File: src/hw/rtl/irle_pkg.sv
`default_nettype none
package irle_pkg;

  localparam int unsigned MAX_RUN_DEF = 127;
  localparam int unsigned MAX_WIDTH   = 8190;

  localparam int unsigned CFG_DW = 13;
  localparam int unsigned CFG_IW = 2;

  localparam logic        STORAGE_MODE_RST  = 1'b0;
  localparam logic [12:0] ROW_WIDTH_RST     = 13'd500;
  localparam logic [12:0] ROW_COUNT_RST     = 13'd500;
  localparam logic [2:0]  CHANNEL_COUNT_RST = 3'd3;

  localparam logic [7:0] BYTE_LONE    = 8'h81;
  localparam logic [7:0] BYTE_ROW_END = 8'h80;

  typedef enum logic [1:0] {
    CFG_MODE,
    CFG_WIDTH,
    CFG_ROWS,
    CFG_CHANS
  } cfg_reg_t;

  typedef enum logic [2:0] {
    ST_IDLE,
    ST_VERB,
    ST_HEAD,
    ST_ONE,
    ST_LIT,
    ST_RELOAD,
    ST_TAIL
  } state_t;

  typedef enum logic [2:0] {
    SEL_NONE,
    SEL_PEND,
    SEL_HEAD,
    SEL_FIRST,
    SEL_MEM,
    SEL_TAIL
  } byte_sel_t;

  typedef struct packed {
    logic      load;
    byte_sel_t sel;
    logic      flush_last;
    logic      step_end;
    logic      row_end;
    logic      reload;
  } ctl_cmd_t;

  typedef struct packed {
    logic mode;
    logic brk;
    logic last;
    logic one_byte;
    logic lit_end;
    logic push_ok;
  } dp_status_t;

endpackage
`default_nettype wire

File: src/hw/rtl/irle_pix_if.sv
`default_nettype none
interface irle_pix_if;
  logic       valid;
  logic       ready;
  logic [7:0] pixel;

  modport source (output valid, output pixel, input ready);
  modport sink   (input valid, input pixel, output ready);
endinterface
`default_nettype wire

File: src/hw/rtl/irle_word_if.sv
`default_nettype none
interface irle_word_if;
  logic        valid;
  logic        ready;
  logic [63:0] data_bytes;
  logic [3:0]  byte_count;
  logic        row_done;
  logic [13:0] row_length;
  logic [14:0] table_index;

  modport source (output valid, output data_bytes, output byte_count, output row_done,
                  output row_length, output table_index, input ready);
  modport sink   (input valid, input data_bytes, input byte_count, input row_done,
                  input row_length, input table_index, output ready);
endinterface
`default_nettype wire

File: src/hw/rtl/image_row_rle_encoder.sv
// channel   dir  handshake          payload
// pixels    in   valid/ready        pixel[7:0]
// codes     out  valid/ready        data_bytes[63:0] byte_count[3:0] row_done
//                                   row_length[13:0] table_index[14:0]
// cfg       in   cfg_we (no ready)  cfg_index[1:0] cfg_data[12:0]
//
// A pixel that only extends a run is taken in the idle state; a verbatim pixel also passes the verbatim state.
// A run ends with a header byte plus one byte (repeat, lone) or plus n pixels read
// from the run store one entry per cycle unless held; every break adds a reload
// state, and a break at row end also adds a lone-pixel pair. A run-length row ends
// with 0x80. The byte sequencer moves one byte per cycle when it is not held.
// Reset is synchronous and restores the configuration registers and the counters; the run store needs
// no clearing. A full output register with ready low holds the byte sequencer on a byte that ends a word.
`default_nettype none
module image_row_rle_encoder #(
  parameter int unsigned MAX_RUN = irle_pkg::MAX_RUN_DEF
) (
  input  logic                         clk,
  input  logic                         rst,
  irle_pix_if.sink                     pixels,
  irle_word_if.source                  codes,
  input  logic                         cfg_we,
  input  logic [irle_pkg::CFG_IW-1:0]  cfg_index,
  input  logic [irle_pkg::CFG_DW-1:0]  cfg_data
);

  irle_pkg::ctl_cmd_t   cmd;
  irle_pkg::dp_status_t sts;
  logic                 in_ready;

  irle_ctrl u_ctrl (
    .clk      (clk),
    .rst      (rst),
    .in_valid (pixels.valid),
    .in_ready (in_ready),
    .sts      (sts),
    .cmd      (cmd)
  );

  assign pixels.ready = in_ready;

  irle_dp #(
    .MAX_RUN (MAX_RUN)
  ) u_dp (
    .clk       (clk),
    .rst       (rst),
    .cfg_we    (cfg_we),
    .cfg_index (cfg_index),
    .cfg_data  (cfg_data),
    .pixel     (pixels.pixel),
    .cmd       (cmd),
    .sts       (sts),
    .codes     (codes)
  );

  a_byte_count: assert property (@(posedge clk) disable iff (rst)
    codes.valid |-> (codes.byte_count != 4'd0 && codes.byte_count <= 4'd8))
    else $error("byte_count out of range");

  a_row_side: assert property (@(posedge clk) disable iff (rst)
    (codes.valid && !codes.row_done) |-> (codes.row_length == 14'd0 &&
                                          codes.table_index == 15'd0))
    else $error("row fields set without row_done");

  a_reload_lone: assert property (@(posedge clk) disable iff (rst)
    cmd.reload |=> sts.one_byte)
    else $error("reloaded run is not a single pixel");

endmodule
`default_nettype wire

File: src/hw/rtl/irle_ctrl.sv
`default_nettype none
module irle_ctrl (
  input  logic                  clk,
  input  logic                  rst,
  input  logic                  in_valid,
  output logic                  in_ready,
  input  irle_pkg::dp_status_t  sts,
  output irle_pkg::ctl_cmd_t    cmd
);

  irle_pkg::state_t state;
  irle_pkg::state_t state_next;
  irle_pkg::state_t after_flush;
  logic             last_q;
  logic             reload_pend;

  always_comb begin
    if (reload_pend) begin
      after_flush = irle_pkg::ST_RELOAD;
    end else if (last_q) begin
      after_flush = irle_pkg::ST_TAIL;
    end else begin
      after_flush = irle_pkg::ST_IDLE;
    end
  end

  always_comb begin
    state_next = state;
    unique case (state)
      irle_pkg::ST_IDLE: begin
        if (in_valid) begin
          if (!sts.mode) begin
            state_next = irle_pkg::ST_VERB;
          end else if (sts.brk || sts.last) begin
            state_next = irle_pkg::ST_HEAD;
          end
        end
      end
      irle_pkg::ST_VERB: begin
        if (sts.push_ok) state_next = irle_pkg::ST_IDLE;
      end
      irle_pkg::ST_HEAD: begin
        if (sts.push_ok) begin
          state_next = sts.one_byte ? irle_pkg::ST_ONE : irle_pkg::ST_LIT;
        end
      end
      irle_pkg::ST_ONE: begin
        if (sts.push_ok) state_next = after_flush;
      end
      irle_pkg::ST_LIT: begin
        if (sts.push_ok && sts.lit_end) state_next = after_flush;
      end
      irle_pkg::ST_RELOAD: begin
        state_next = last_q ? irle_pkg::ST_HEAD : irle_pkg::ST_IDLE;
      end
      irle_pkg::ST_TAIL: begin
        if (sts.push_ok) state_next = irle_pkg::ST_IDLE;
      end
      default: state_next = irle_pkg::ST_IDLE;
    endcase
  end

  always_comb begin
    in_ready       = 1'b0;
    cmd            = '0;
    cmd.sel        = irle_pkg::SEL_NONE;
    unique case (state)
      irle_pkg::ST_IDLE: begin
        in_ready = 1'b1;
        cmd.load = in_valid;
      end
      irle_pkg::ST_VERB: begin
        cmd.sel      = irle_pkg::SEL_PEND;
        cmd.step_end = 1'b1;
      end
      irle_pkg::ST_HEAD: begin
        cmd.sel = irle_pkg::SEL_HEAD;
      end
      irle_pkg::ST_ONE: begin
        cmd.sel        = irle_pkg::SEL_FIRST;
        cmd.flush_last = 1'b1;
        cmd.step_end   = !last_q;
      end
      irle_pkg::ST_LIT: begin
        cmd.sel        = irle_pkg::SEL_MEM;
        cmd.flush_last = sts.lit_end;
        cmd.step_end   = sts.lit_end && !last_q;
      end
      irle_pkg::ST_RELOAD: begin
        cmd.reload = 1'b1;
      end
      irle_pkg::ST_TAIL: begin
        cmd.sel      = irle_pkg::SEL_TAIL;
        cmd.step_end = 1'b1;
      end
      default: begin
        cmd.sel = irle_pkg::SEL_NONE;
      end
    endcase
    cmd.row_end = cmd.step_end && last_q;
  end

  always_ff @(posedge clk) begin
    if (rst) begin
      state       <= irle_pkg::ST_IDLE;
      last_q      <= 1'b0;
      reload_pend <= 1'b0;
    end else begin
      state <= state_next;
      if (cmd.load) begin
        last_q      <= sts.last;
        reload_pend <= sts.brk;
      end
      if (cmd.reload) begin
        reload_pend <= 1'b0;
      end
    end
  end

endmodule
`default_nettype wire

File: src/hw/rtl/irle_dp.sv
`default_nettype none
module irle_dp #(
  parameter int unsigned MAX_RUN = irle_pkg::MAX_RUN_DEF
) (
  input  logic                          clk,
  input  logic                          rst,
  input  logic                          cfg_we,
  input  logic [irle_pkg::CFG_IW-1:0]   cfg_index,
  input  logic [irle_pkg::CFG_DW-1:0]   cfg_data,
  input  logic [7:0]                    pixel,
  input  irle_pkg::ctl_cmd_t            cmd,
  output irle_pkg::dp_status_t          sts,
  irle_word_if.source                   codes
);

  localparam int unsigned LW = $clog2(MAX_RUN + 1);
  localparam int unsigned AW = $clog2(MAX_RUN);

  logic        storage_mode;
  logic [12:0] row_width;
  logic [12:0] row_count;
  logic [2:0]  channel_count;

  logic [12:0] column_counter;
  logic [12:0] row_counter;
  logic [1:0]  channel_counter;
  logic [13:0] row_byte_total;
  logic [LW-1:0] run_length;
  logic        run_is_repeat;

  logic [7:0]  run_store [MAX_RUN];
  logic [7:0]  rd_data;
  logic [AW-1:0] ptr;
  logic [AW-1:0] ptr_next;
  logic [7:0]  first_px;
  logic [7:0]  pend;
  logic [14:0] tidx;

  logic [63:0] acc;
  logic [2:0]  cnt;

  logic [12:0] width_eff;
  logic [13:0] col_inc;
  logic [13:0] row_inc;
  logic [2:0]  chan_inc;
  logic [2:0]  chans;
  logic        row_wrap;
  logic        chan_wrap;
  logic        last;
  logic        eq;
  logic        can_ext;
  logic        brk;
  logic [14:0] tidx_calc;

  logic [7:0]  byte_val;
  logic        word_full;
  logic        out_free;
  logic        push_ok;
  logic        push_en;
  logic [63:0] word_val;
  logic        lit_end;

  logic        mem_we;
  logic [AW-1:0] mem_addr;
  logic [7:0]  mem_wdata;

  assign width_eff = (row_width > 13'(irle_pkg::MAX_WIDTH)) ? 13'(irle_pkg::MAX_WIDTH)
                                                             : row_width;
  assign col_inc   = {1'b0, column_counter} + 14'd1;
  assign last      = col_inc >= {1'b0, width_eff};
  assign row_inc   = {1'b0, row_counter} + 14'd1;
  assign row_wrap  = row_inc >= {1'b0, row_count};
  assign chan_inc  = {1'b0, channel_counter} + 3'd1;
  assign chans     = (channel_count == 3'd0) ? 3'd1 :
                     ((channel_count > 3'd4) ? 3'd4 : channel_count);
  assign chan_wrap = chan_inc >= chans;
  assign tidx_calc = 15'(row_counter) + 15'(row_count) * 15'(channel_counter);

  assign eq      = pixel == first_px;
  assign can_ext = (run_length < LW'(MAX_RUN)) && (eq == run_is_repeat);
  assign brk     = storage_mode && (run_length >= LW'(2)) && !can_ext;
  assign lit_end = LW'(ptr) == (run_length - LW'(1));

  always_comb begin
    unique case (cmd.sel)
      irle_pkg::SEL_PEND:  byte_val = pend;
      irle_pkg::SEL_HEAD: begin
        if (run_length == LW'(1)) begin
          byte_val = irle_pkg::BYTE_LONE;
        end else begin
          byte_val = {~run_is_repeat, 7'(run_length)};
        end
      end
      irle_pkg::SEL_FIRST: byte_val = first_px;
      irle_pkg::SEL_MEM:   byte_val = rd_data;
      irle_pkg::SEL_TAIL:  byte_val = irle_pkg::BYTE_ROW_END;
      default:             byte_val = 8'h00;
    endcase
  end

  assign word_full = (cnt == 3'd7) || cmd.step_end;
  assign out_free  = !codes.valid || codes.ready;
  assign push_ok   = !word_full || out_free;
  assign push_en   = (cmd.sel != irle_pkg::SEL_NONE) && push_ok;
  assign word_val  = acc | (64'(byte_val) << {cnt, 3'b000});

  always_comb begin
    if (cmd.sel != irle_pkg::SEL_MEM) begin
      ptr_next = '0;
    end else if (push_en && lit_end) begin
      ptr_next = '0;
    end else if (push_en) begin
      ptr_next = ptr + AW'(1);
    end else begin
      ptr_next = ptr;
    end
  end

  assign mem_we    = (cmd.load && storage_mode && !brk) || cmd.reload;
  assign mem_addr  = cmd.reload ? '0 : run_length[AW-1:0];
  assign mem_wdata = cmd.reload ? pend : pixel;

  always_comb begin
    sts.mode     = storage_mode;
    sts.brk      = brk;
    sts.last     = last;
    sts.one_byte = (run_length == LW'(1)) || run_is_repeat;
    sts.lit_end  = lit_end;
    sts.push_ok  = push_ok;
  end

  always_ff @(posedge clk) begin
    if (rst) begin
      storage_mode    <= irle_pkg::STORAGE_MODE_RST;
      row_width       <= irle_pkg::ROW_WIDTH_RST;
      row_count       <= irle_pkg::ROW_COUNT_RST;
      channel_count   <= irle_pkg::CHANNEL_COUNT_RST;
      column_counter  <= '0;
      row_counter     <= '0;
      channel_counter <= '0;
      row_byte_total  <= '0;
      run_length      <= '0;
      run_is_repeat   <= 1'b0;
      ptr             <= '0;
      acc             <= '0;
      cnt             <= '0;
      codes.valid     <= 1'b0;
    end else begin
      ptr <= ptr_next;

      if (cfg_we) begin
        unique case (irle_pkg::cfg_reg_t'(cfg_index))
          irle_pkg::CFG_MODE:  storage_mode  <= cfg_data[0];
          irle_pkg::CFG_WIDTH: row_width     <= cfg_data[12:0];
          irle_pkg::CFG_ROWS:  row_count     <= cfg_data[12:0];
          irle_pkg::CFG_CHANS: channel_count <= cfg_data[2:0];
        endcase
      end

      if (cmd.load) begin
        if (last) begin
          column_counter <= '0;
          if (row_wrap) begin
            row_counter     <= '0;
            channel_counter <= chan_wrap ? 2'd0 : chan_inc[1:0];
          end else begin
            row_counter <= row_inc[12:0];
          end
        end else begin
          column_counter <= col_inc[12:0];
        end
        if (!storage_mode) begin
          run_length    <= '0;
          run_is_repeat <= 1'b0;
        end else if (!brk) begin
          if (run_length == LW'(1)) run_is_repeat <= eq;
          run_length <= run_length + LW'(1);
        end
      end

      if (push_en) begin
        row_byte_total <= cmd.row_end ? 14'd0 : row_byte_total + 14'd1;
        if (word_full) begin
          acc <= '0;
          cnt <= '0;
        end else begin
          acc <= word_val;
          cnt <= cnt + 3'd1;
        end
        if (cmd.flush_last) begin
          run_length    <= '0;
          run_is_repeat <= 1'b0;
        end
      end

      if (cmd.reload) begin
        run_length    <= LW'(1);
        run_is_repeat <= 1'b0;
      end

      if (push_en && word_full) begin
        codes.valid <= 1'b1;
      end else if (codes.ready) begin
        codes.valid <= 1'b0;
      end
    end
  end

  always_ff @(posedge clk) begin
    if (mem_we) begin
      run_store[mem_addr] <= mem_wdata;
    end
    rd_data <= run_store[ptr_next];
  end

  always_ff @(posedge clk) begin
    if (cmd.load) begin
      pend <= pixel;
      tidx <= tidx_calc;
      if (run_length == '0) first_px <= pixel;
    end
    if (cmd.reload) begin
      first_px <= pend;
    end
    if (push_en && word_full) begin
      codes.data_bytes  <= word_val;
      codes.byte_count  <= {1'b0, cnt} + 4'd1;
      codes.row_done    <= cmd.row_end;
      codes.row_length  <= cmd.row_end ? row_byte_total + 14'd1 : 14'd0;
      codes.table_index <= cmd.row_end ? tidx : 15'd0;
    end
  end

endmodule
`default_nettype wire
File: src/flat_wrapper.sv
// flat-port wrapper written by rule: the top's interface ports become plain ports
module image_row_rle_encoder_flat 
#(
  parameter int unsigned MAX_RUN = irle_pkg::MAX_RUN_DEF
)
  (clk, rst, cfg_we, cfg_index, cfg_data, pixels_valid, pixels_pixel, pixels_ready, codes_valid, codes_data_bytes, codes_byte_count, codes_row_done, codes_row_length, codes_table_index, codes_ready);
  irle_pix_if pixels_i ();
  irle_word_if codes_i ();
  input  logic clk;
  input  logic rst;
  input  logic cfg_we;
  input  logic [irle_pkg::CFG_IW-1:0] cfg_index;
  input  logic [irle_pkg::CFG_DW-1:0] cfg_data;
  input wire logic [$bits(pixels_i.valid)-1:0] pixels_valid;
  input wire logic [$bits(pixels_i.pixel)-1:0] pixels_pixel;
  output wire logic [$bits(pixels_i.ready)-1:0] pixels_ready;
  output wire logic [$bits(codes_i.valid)-1:0] codes_valid;
  output wire logic [$bits(codes_i.data_bytes)-1:0] codes_data_bytes;
  output wire logic [$bits(codes_i.byte_count)-1:0] codes_byte_count;
  output wire logic [$bits(codes_i.row_done)-1:0] codes_row_done;
  output wire logic [$bits(codes_i.row_length)-1:0] codes_row_length;
  output wire logic [$bits(codes_i.table_index)-1:0] codes_table_index;
  input wire logic [$bits(codes_i.ready)-1:0] codes_ready;
  assign pixels_i.valid = pixels_valid;
  assign pixels_i.pixel = pixels_pixel;
  assign pixels_ready = pixels_i.ready;
  assign codes_valid = codes_i.valid;
  assign codes_data_bytes = codes_i.data_bytes;
  assign codes_byte_count = codes_i.byte_count;
  assign codes_row_done = codes_i.row_done;
  assign codes_row_length = codes_i.row_length;
  assign codes_table_index = codes_i.table_index;
  assign codes_i.ready = codes_ready;
  image_row_rle_encoder #(.MAX_RUN(MAX_RUN)) u_core (.clk(clk), .rst(rst), .pixels(pixels_i), .codes(codes_i), .cfg_we(cfg_we), .cfg_index(cfg_index), .cfg_data(cfg_data));
endmodule
File: config.mk
export PLATFORM = sky130hd
export DESIGN_NAME = image_row_rle_encoder_flat
export DESIGN_NICKNAME = d
export VERILOG_FILES = /design/src/hw/rtl/irle_pkg.sv /design/src/hw/rtl/irle_pix_if.sv /design/src/hw/rtl/irle_word_if.sv /design/src/hw/rtl/image_row_rle_encoder.sv /design/src/hw/rtl/irle_ctrl.sv /design/src/hw/rtl/irle_dp.sv /design/src/flat_wrapper.sv
export SDC_FILE = /design/constraint.sdc
export NUM_CORES = 2
export LEC_CHECK = 0
export ABC_AREA = 1
export BUFFER_PORTS_ARGS = -buffer_cell sky130_fd_sc_hd__buf_4
export CORE_MARGIN = 5
export CORE_UTILIZATION = 30
export CTS_CLUSTER_DIAMETER = 150
export CTS_CLUSTER_SIZE = 12
export DETAILED_ROUTE_END_ITERATION = 7
export GPL_ROUTABILITY_DRIVEN = 1
export PLACE_DENSITY = 0.55
export SYNTH_ARGS = -nofsm -noshare
export SYNTH_HDL_FRONTEND = slang
export SYNTH_SLANG_ARGS = --single-unit
File: constraint.sdc
create_clock -name clk -period 10.5 [get_ports clk]
set_clock_uncertainty 0.05 [all_clocks]
set_input_delay 0 -clock clk [delete_from_list [all_inputs] [get_ports clk]]
set_output_delay 0 -clock clk [all_outputs]
set_load 0.03 [all_outputs]
==> impl_metrics.csv <==
group,metric,value,unit
outcome,status,"complete, no violations",
critical_path,rr_worst_depth,28,
critical_path,r2r_end,"u_core.u_dp.rd_data[6]",
global_routing,grt_pass1_wl,246.7,mm
sta,fmax,0.1588,GHz
sta,period_needed,6.297,ns
synth,ys_seq_area_share,64.24,%
synth,synth_cells,5972,
sta,finalSetupTns,0,ns
drt,drc,0,
power_and_ir_drop,p_switching,0.003019,W
critical_path,path_max_fanout,159,
clock_network,ctsRootBufferMaster,"clkbuf_16",
power_and_ir_drop,p_seq_share,52.3,%
drt,wl,164.1,mm
cells_and_area,syn2layout_area_growth,12.67,%
critical_path,path_class,"reg2reg",
synth,synth-edff-count,1145,
sta,rsz0062_at_grt,"no",
critical_path,arrival,6.88,ns
critical_path,cp_common_cell,"nand2_1",
place,dp_hpwl,97.88,mm
synth,ys_warn_count,0,
drt,dr_total_vias,41436,
sta,period_share,59.98,%
drt,firstDrtPassIters,5,
power_and_ir_drop,ir_worst_vdd,132.7,uV
clock_network,htreeDepth,3,
power_and_ir_drop,p_clk_share,35.7,%
global_routing,grt_max_degree,203,
floorplan,ios,128,
synth,synth_area_leaders,"edfxtp_1 (59%), nand2_1 (9.1%), nand3_1 (8.0%)",
critical_path,ff2ff_setup_slack,4.20,ns
cells_and_area,layout.cells.non_filler,8748,
global_routing,grt_pass1_vias,38649,
clock_network,clk_pin_slew,0.07,ns
clock_network,clk-insertion-delay-late,0.77,ns
power_and_ir_drop,comb_power_share,12.0,%
global_routing,antenna_found_initial,2,
synth,synth.largest_area_cell,"edfxtp_1",
critical_path,cpMaxStageDelayCell,"nand3_4",
synth,synth_area,0.05876,mm2
synth,synth_flop_cell,"edfxtp_1",
sta,max_slew.worst_pin.slew,1.225,ns
place,gp_congestion,0.8745,
synth,synth_top_area_share,58.52,%
synth,syn_nets,6069,
cells_and_area,drive_gt1_share,5.864,%
cells_and_area,nets,6142,
sta,setup_violations,0,
sta,max_slew_margin,18.33,%
clock_network,cts-hold-fix-buffers,55,
critical_path,crit_required,11.08,ns
drt,vias_per_cell,4.737,
synth,ys_ff_latch,1313,
critical_path,cp-startpoint,"u_core.u_dp.run_length[0]",
place,portBuffers,127,
power_and_ir_drop,intPower,0.008252,W
synth,avgSynthCellArea,9.838,um2
floorplan,start_util,30.16,%
clock_network,post_cts_buffers,0,
floorplan,die_width,452.6,um
critical_path,worst_setup_path_end_kind,"flop",
critical_path,cpPeakStageDelay,0.67,ns
global_routing,overflow,0,
worst_hold_path,hp-class,"in2reg",
clock_network,clock_sinks,1313,
floorplan,dieArea,0.2048,mm2
clock_network,ctsResizeCount,0,
floorplan,die_h,452.6,um
synth,synth_cell_types,48,
drt,wl_per_cell,18.76,um
clock_network,clockBufferDepth,3,
floorplan,core,0.1948,mm2
clock_network,cts_tree,"done",
sta,final_max_slew_viol_count,0,
job,cap_violations,0,
drt,drt_iter0_markers,4124,
clock_network,cts_buffers,119,
power_and_ir_drop,power.leakage,26.54,nW
power_and_ir_drop,switching_share,26.78,%
critical_path,endpoint,"u_core.u_dp.rd_data[6]",
critical_path,crit-reg2reg-launch,"u_core.u_dp.run_length[0]",
power_and_ir_drop,power_density,170.3,mW/mm2
floorplan,rows,162,
synth,async_flop_share,0,%
place,place_inst,8493,
global_routing,grt_usage,15.46,%
drt,ant_nets,0,
sta,hold_viol_final,0,
critical_path,worstSetupStartpointType,"flop",
==> critical path, delay by kind of cell, from the launching register on <==
kind	cells	cell delay [ns]
flip-flops	1	0.60
AO/OA/AOI/OAI	2	0.19
adder cells (fa/ha/maj)	1	0.36
buffers and inverters	4	1.46
AND/OR/NAND/NOR	21	3.22
==> logic make-up after synthesis <==
| logic type | Yosys count | share of synthesized area [%] |
|---|---|---|
| xor+xnor | 62 | 0.9242 |
| fa+ha+maj | 69 | 1.635 |
| buf+inv | 1381 | 9.374 |
| compound gates | 370 | 3.539 |
| simple gates | 2777 | 20.28 |
| flops | 1313 | 64.24 |
==> layout by cell type (no fill, tap or decap), types with 19 or more instances in the layout <==
| master | count |
|---|---|
| o21ai_0 | 115 |
| buf_4 | 180 |
| nor2_1 | 292 |
| clkbuf_16 | 119 |
| xor2_1 | 45 |
| nor3_1 | 19 |
| ha_1 | 56 |
| nand3_1 | 937 |
| clkbuf_1 | 72 |
| inv_1 | 1078 |
| dfxtp_1 | 168 |
| nand2_1 | 1422 |
| dlygate4sd3_1 | 55 |
| nand4_1 | 64 |
| edfxtp_1 | 1145 |
| o211ai_1 | 34 |
| a21oi_1 | 163 |
==> layout make-up <==
class,instances,area [um2]
diodes,2,5.005
clock buffers,191,3248
clock inverters,7,157.7
fillers,19567,128600
inverters,1093,4118
multi-input cells,3278,15640
flip-flops and latches,1313,37750
well taps,2624,3283
repair buffers,240,2002
==> per-layer routing <==
metal | wire, um | vias up | GRT usage [%]
li1 | - | 19624 | -
met1 | 72980 | 20067 | 21.78
met2 | 74520 | 1519 | 24.45
met3 | 11550 | 226 | 2.224
met4 | 5051 | 0 | 5.267
met5 | 0 | - | 0
==> synth_stat cells (19+ instances only) <==
cell type	count
a21oi_1	163
buf_1	25
buf_2	110
buf_4	49
clkbuf_1	104
dfxtp_1	168
edfxtp_1	1145
ha_1	56
inv_1	1080
nand2_1	1427
nand3_1	937
nand4_1	64
nor2_1	294
nor3_1	19
o211ai_1	34
o21ai_0	123
xor2_1	45
==> stage by stage <==
step                utilization [%]  worst slack, ns  cell area [um2]  total power (W)  hold WS (ns)
floorplan                         -            2.926            58760         0.006879       0.04887
global placement              31.95            4.371            62240         0.007316        0.1587
detailed placement            31.95            4.334            62240         0.007333        0.1583
CTS                           33.98            4.325            66190          0.01137      0.001006
global route                  33.98            3.753            66190          0.01170       0.05038
finish                        33.98            4.203            66200          0.01127       0.05606
==> power groups by stage <==
stage | clock network (W) | registers (W) | logic (W)
floorplan | 0 | 0.00605 | 0.000826
global placement | 0 | 0.00600 | 0.00131
detailed placement | 0 | 0.00601 | 0.00133
CTS | 0.00413 | 0.00589 | 0.00135
global route | 0.00433 | 0.00590 | 0.00147
finish | 0.00403 | 0.00590 | 0.00135
==> sequential cells by signal, summed over array words and instances, names as in the netlist, 7 cells and up <==
register / flops
u_core.u_dp.acc: 64
u_core.u_dp.row_byte_total: 14
u_core.u_dp.run_store: 1016
u_core.u_dp.row_counter: 13
u_core.u_dp.rd_data: 8
u_core.u_dp.first_px: 8
u_core.u_dp.pend: 8
u_core.u_dp.codes.data_bytes: 64
u_core.u_dp.tidx: 15
u_core.u_dp.codes.row_length: 14
u_core.u_dp.run_length: 7
u_core.u_dp.ptr: 7
u_core.u_dp.row_count: 13
u_core.u_dp.row_width: 13
u_core.u_dp.column_counter: 13
u_core.u_dp.codes.table_index: 15
==> how the worst min path moves through the flow <==
stage                                from                       end  slack, ns  depth (start not counted)
after detailed placement  pixels_pixel[6]       u_core.u_dp.pend[6]       0.16                          1
after global routing          cfg_data[0]  u_core.u_dp.row_width[0]       0.05                          4
final                         cfg_data[0]  u_core.u_dp.row_count[0]       0.06                          4
after global placement    pixels_pixel[6]       u_core.u_dp.pend[6]       0.16                          1
after CTS                     cfg_data[0]  u_core.u_dp.row_count[0]      0.001                          4
after floorplan           pixels_pixel[0]       u_core.u_dp.pend[0]       0.05                          0
Power figures use the tool's default switching activity.
